### src/rtl/core/keyed_block_range_overlap_table_defines.svh
// Assertion macros shared by the RTL of the overlap table.
`ifndef KEYED_BLOCK_RANGE_OVERLAP_TABLE_DEFINES_SVH
`define KEYED_BLOCK_RANGE_OVERLAP_TABLE_DEFINES_SVH

// Condition that must hold at every clock edge outside reset.
`define KBROT_ASSERT(label, cond, msg) \
  label: assert property (@(posedge clk_i) disable iff (!rst_ni) (cond)) \
    else $error(msg);

// Antecedent implies consequent on the next clock edge.
`define KBROT_ASSERT_NEXT(label, ante, cons, msg) \
  label: assert property (@(posedge clk_i) disable iff (!rst_ni) (ante) |=> (cons)) \
    else $error(msg);

`endif

### src/rtl/core/kbrot_pkg.sv
`timescale 1ns / 1ps

package kbrot_pkg;

  localparam int unsigned TableDepthDef = 16;
  localparam int unsigned ResultCap     = 16;
  localparam int unsigned KeyW          = 64;
  localparam int unsigned BlkW          = 64;
  localparam int unsigned StatusW       = 3;
  localparam int unsigned CountOutW     = 5;

  localparam logic [1:0] OP_ADD    = 2'd0;
  localparam logic [1:0] OP_REMOVE = 2'd1;
  localparam logic [1:0] OP_FIRST  = 2'd2;
  localparam logic [1:0] OP_ALL    = 2'd3;

  localparam logic [StatusW-1:0] ST_OK          = 3'd0;
  localparam logic [StatusW-1:0] ST_KEY_EXISTS  = 3'd1;
  localparam logic [StatusW-1:0] ST_KEY_MISSING = 3'd2;
  localparam logic [StatusW-1:0] ST_FULL        = 3'd3;
  localparam logic [StatusW-1:0] ST_NO_OVERLAP  = 3'd4;

  typedef struct packed {
    logic            valid;
    logic [KeyW-1:0] key;
    logic [BlkW-1:0] rstart;
    logic [BlkW-1:0] rend;
  } kbrot_entry_t;

  // Command broadcast from the sequencer to every cell.
  typedef struct packed {
    logic eval;    // latch key match and insert position flags
    logic insert;  // open a gap at the insert position and fill it
    logic remove;  // close the gap left by the matching entry
    logic rotate;  // shift the whole chain one cell toward the head
  } kbrot_ctl_t;

endpackage

### src/rtl/core/kbrot_cell.sv
`timescale 1ns / 1ps

module kbrot_cell (
  input  logic                          clk_i,
  input  logic                          rst_ni,
  input  kbrot_pkg::kbrot_ctl_t         ctl_i,
  input  logic [kbrot_pkg::KeyW-1:0]    q_key_i,
  input  logic [kbrot_pkg::BlkW-1:0]    q_start_i,
  input  logic [kbrot_pkg::BlkW-1:0]    q_end_i,
  input  kbrot_pkg::kbrot_entry_t       left_i,
  input  kbrot_pkg::kbrot_entry_t       right_i,
  input  logic                          ins_left_i,
  input  logic                          pfx_i,
  output kbrot_pkg::kbrot_entry_t       ent_o,
  output logic                          ins_o,
  output logic                          match_o,
  output logic                          pfx_o
);

  logic                       valid_q;
  logic [kbrot_pkg::KeyW-1:0] key_q;
  logic [kbrot_pkg::BlkW-1:0] start_q;
  logic [kbrot_pkg::BlkW-1:0] end_q;
  logic                       ins_q;
  logic                       match_q;
  logic                       new_before;
  kbrot_pkg::kbrot_entry_t    new_ent;
  kbrot_pkg::kbrot_entry_t    ent_d;

  assign ent_o   = {valid_q, key_q, start_q, end_q};
  assign new_ent = {1'b1, q_key_i, q_start_i, q_end_i};

  // rank: end ascending, then start ascending, then key ascending
  assign new_before = (q_end_i < end_q) ||
                      ((q_end_i == end_q) && ((q_start_i < start_q) ||
                       ((q_start_i == start_q) && (q_key_i < key_q))));

  assign ins_o   = ins_q;
  assign match_o = match_q;
  assign pfx_o   = pfx_i | match_q;

  always_comb begin
    ent_d = ent_o;
    if (ctl_i.insert && ins_q) begin
      ent_d = ins_left_i ? left_i : new_ent;
    end else if (ctl_i.remove && pfx_o) begin
      ent_d = right_i;
    end else if (ctl_i.rotate) begin
      ent_d = right_i;
    end
  end

  always_ff @(posedge clk_i or negedge rst_ni) begin
    if (!rst_ni) begin
      valid_q <= 1'b0;
      ins_q   <= 1'b0;
      match_q <= 1'b0;
    end else begin
      valid_q <= ent_d.valid;
      if (ctl_i.eval) begin
        ins_q   <= !valid_q || new_before;
        match_q <= valid_q && (key_q == q_key_i);
      end
    end
  end

  always_ff @(posedge clk_i) begin
    key_q   <= ent_d.key;
    start_q <= ent_d.rstart;
    end_q   <= ent_d.rend;
  end

endmodule

### config.mk
export PLATFORM = sky130hd
export DESIGN_NAME = kbrot_cell
export DESIGN_NICKNAME = d
export VERILOG_FILES = /design/src/rtl/core/keyed_block_range_overlap_table_defines.svh /design/src/rtl/core/kbrot_pkg.sv /design/src/rtl/core/kbrot_cell.sv
export SDC_FILE = /design/constraint.sdc
export NUM_CORES = 1
export LEC_CHECK = 0
export BUFFER_PORTS_ARGS = -buffer_cell sky130_fd_sc_hd__clkbuf_2
export CAP_MARGIN = 20
export CORE_AREA = 4 4 304 306
export DETAILED_ROUTE_END_ITERATION = 8
export DIE_AREA = 0 0 308 310
export GPL_TIMING_DRIVEN = 0
export PLACE_DENSITY = 0.36
export SLEW_MARGIN = 20
export SYNTH_ARGS = -nofsm -noshare
export SYNTH_HDL_FRONTEND = slang
export SYNTH_SLANG_ARGS = --single-unit
export TNS_END_PERCENT = 50
### constraint.sdc
create_clock -name clk_i -period 7.5 [get_ports clk_i]
set_clock_uncertainty 0.2 [all_clocks]
set_input_delay 2.25 -clock clk_i [delete_from_list [all_inputs] [get_ports clk_i]]
set_output_delay 2.25 -clock clk_i [all_outputs]
set_load 0.05 [all_outputs]
==> run summary <==
outcome - complete, no violations
#FFs+latches synth - 195
Crit Path Max Fanout - 2
average instance area after synthesis - 9.54 um2
fraction of final layout cells sized beyond drive strength 1 - 35.6%
number of different library cells in the post-synthesis netlist - 48
Clock Tree Buf Depth - 2
type of the worst min-delay path - register to register
R2R Path Start - end_q[61]
measured slew at the worst slew-check pin - 1.09 ns
post-detailed-route via-to-cell ratio - 4.10
Core Region - 0.0896 mm2
clock root buffer - clkbuf_16
weighted congestion reported at the end of routability-driven placement - 0.913
initial cell density of the core - 16.4%
time the final worst path needs with I/O delays and setup - 5.31 ns
number of cell instances on the worst register-to-register path - 9
Final #Nets - 3124
largest net degree at the start of global routing - 50
setup repair after global routing missed its margin - no
commonest non-fill, non-tap cell in the layout - clkbuf_2
final core utilization - 23.2%
sequential share of the synthesized area - 39.7%
Tcrit/Tclk final - 70.8%
reg-to-reg endpoint - ins_o
Setup violations, final - 0
gr ovfl total - 0
top library cells by usage in the layout, fill and taps aside - 783 x clkbuf_2, 263 x a21oi_1, 216 x nor2_1
number of max-cap violations - 0
worst IR drop on VDD - 0.185 mV
Hold Path Sink - match_o
Post-CTS Repair Setup Buffers - 0
count of warnings emitted by yosys - 0
final number of hold-violating endpoints - 0
Post-Synthesis Net Count - 2320
vias - 14500
insertion delay of the later-clocked pin in the worst-skew pair - 0.52 ns
drt total wl - 77.6 mm
Mapped Cells - 1542
Worst EP required - 5.05 ns
first-pass GRT wire length - 107 mm
initial antenna violation count - 8
clock tree sinks - 195
Worst Min Path Start - match_o
number of global-route vias before repair - 15700
most common flop cell mapped by yosys - edfxtp_1
number of buffers inserted during clock tree synthesis - 17
starting DRC count in detailed routing - 634
summed instance area of the synthesized netlist - 0.0147 mm2
WS Path Type - input port to output port
worst rel slew slack - 27.2%
area of the die - 0.0955 mm2
remaining number of nets flagged by the antenna check after routing - 0
growth of design area from synthesis to finish - 41.3%
type of element launching the critical path - input port
std cell rows - 110
number of cells on the worst hold path - 1
total of hold buffers inserted after clock tree synthesis - 0
DR pass1 iterations - 5
power density cells - 215 mW/mm2
Critical Path AT - 2.86 ns
Leak - 10.7 nW
average wire per cell in the routed design - 21.9 um
die width - 308 um
maximum level of the CTS H-tree - 4
ys async rst share - 1.54%
number of top-level design ports - 782
number of gates resized after CTS - 0
number of synthesized flops with an enable pin - 192
TritonCTS clock tree - yes
Reg2Reg Setup Slack - 4.00 ns
Finished Cell Area - 0.0208 mm2
DRC violation count after routing - 0
Detail Placement HPWL - 67.1 mm
Total GRT Usage - 15.6%
maximum frequency from static timing analysis - 188 MHz
Worst-path clk slew - 0.08 ns
area after detailed placement - 0.0202 mm2
number of port buffers - 780
Die Height - 310 um
capturing element type of the critical path - output port
pins over their slew limit - 0
==> metal layers <==
metal  track usage [%]  part of all wire (%)  vias up  routed length [um]
met5                 0                 0.076        -                  59
met4              4.56                   2.0        8                1530
met3              4.17                   6.3       61                4870
met2              28.6                    51      522               39700
met1              17.9                    40     6777               31400
li1                  -                     -     7145                   -
==> worst max-delay path, cell delays in order <==
cell,delay [ns]
clkbuf_2,0.07
or2_2,0.29
clkbuf_2,0.24
==> Yosys cell counts (11+ instances only) <==
library cell / count / area share [%]
buf_1: 15 / 0.38
inv_1: 194 / 5.0
o21ai_0: 27 / 0.92
a21oi_1: 263 / 9.0
a21o_1: 26 / 1.3
edfxtp_1: 192 / 39
nand3_1: 11 / 0.37
nand2_1: 43 / 1.1
mux2i_1: 192 / 13
ha_1: 192 / 16
nand4_1: 33 / 1.4
nor2_1: 216 / 5.5
clkbuf_1: 45 / 1.1
==> sequential cells by signal (all words and copies together) (netlist names) <==
name     flops
valid_q      1
key_q       64
ins_o        1
match_o      1
start_q     64
end_q       64
==> through the flow <==
stage          std cells  power (W)  setup slack (ns)  hold slack [ns]  setup TNS (ns)
6_report            3539    0.00447              2.19            0.430               0
5_1_grt             3535    0.00477              2.18            0.442               0
4_1_cts             3535    0.00457              2.19            0.439               0
3_5_place_dp        3503    0.00358              1.68            0.420               0
3_3_place_gp        3498    0.00359             -4.57            0.401         -636.60
2_1_floorplan       1542    0.00281             0.131            0.334               0
==> cell families (layout without fill, tap and decap cells) <==
group	after synthesis	in the layout	share of synthesized area (%)
DFF	195	195	39.7
AOI/OAI and AO/OA	352	352	13.1
muxes	193	193	13.1
adders and majority gates	192	192	16.3
buffers and inverters	260	1077	6.70
other	0	4	0
and+or+nand+nor	350	350	11.0
==> power breakdown <==
part | leakage (nW) | switching, W | internal, W | total (W)
clock network | 0.267 | 0.000491 | 0.000455 | 0.000946
registers | 1.96 | 0.000111 | 0.00143 | 0.00154
logic | 8.48 | 0.00142 | 0.000574 | 0.00199
==> worst max-delay path by stage <==
stage / depth (start not counted) / slack (ns) / startpoint / endpoint
after global placement: 5 / -4.57 / ctl_i[2] / valid_q
after CTS: 3 / 2.19 / pfx_i / pfx_o
after floorplan: 5 / 0.13 / ctl_i[2] / valid_q
final: 3 / 2.19 / pfx_i / pfx_o
after detailed placement: 9 / 1.68 / q_end_i[62] / ins_o
after global routing: 3 / 2.18 / pfx_i / pfx_o
==> layout make-up <==
type / instances / area [um2]
Timing Repair Buffer: 785 / 4030
Multi-Input combinational cell: 1087 / 7890
Clock inverter: 14 / 113
Antenna cell: 4 / 10.0
Fill cell: 9936 / 68800
Buffer: 66 / 264
Clock buffer: 18 / 429
Tap cell: 1176 / 1470
Inverter: 194 / 728
Sequential cell: 195 / 5840
No activity file was read; power rests on OpenSTA's default activity.
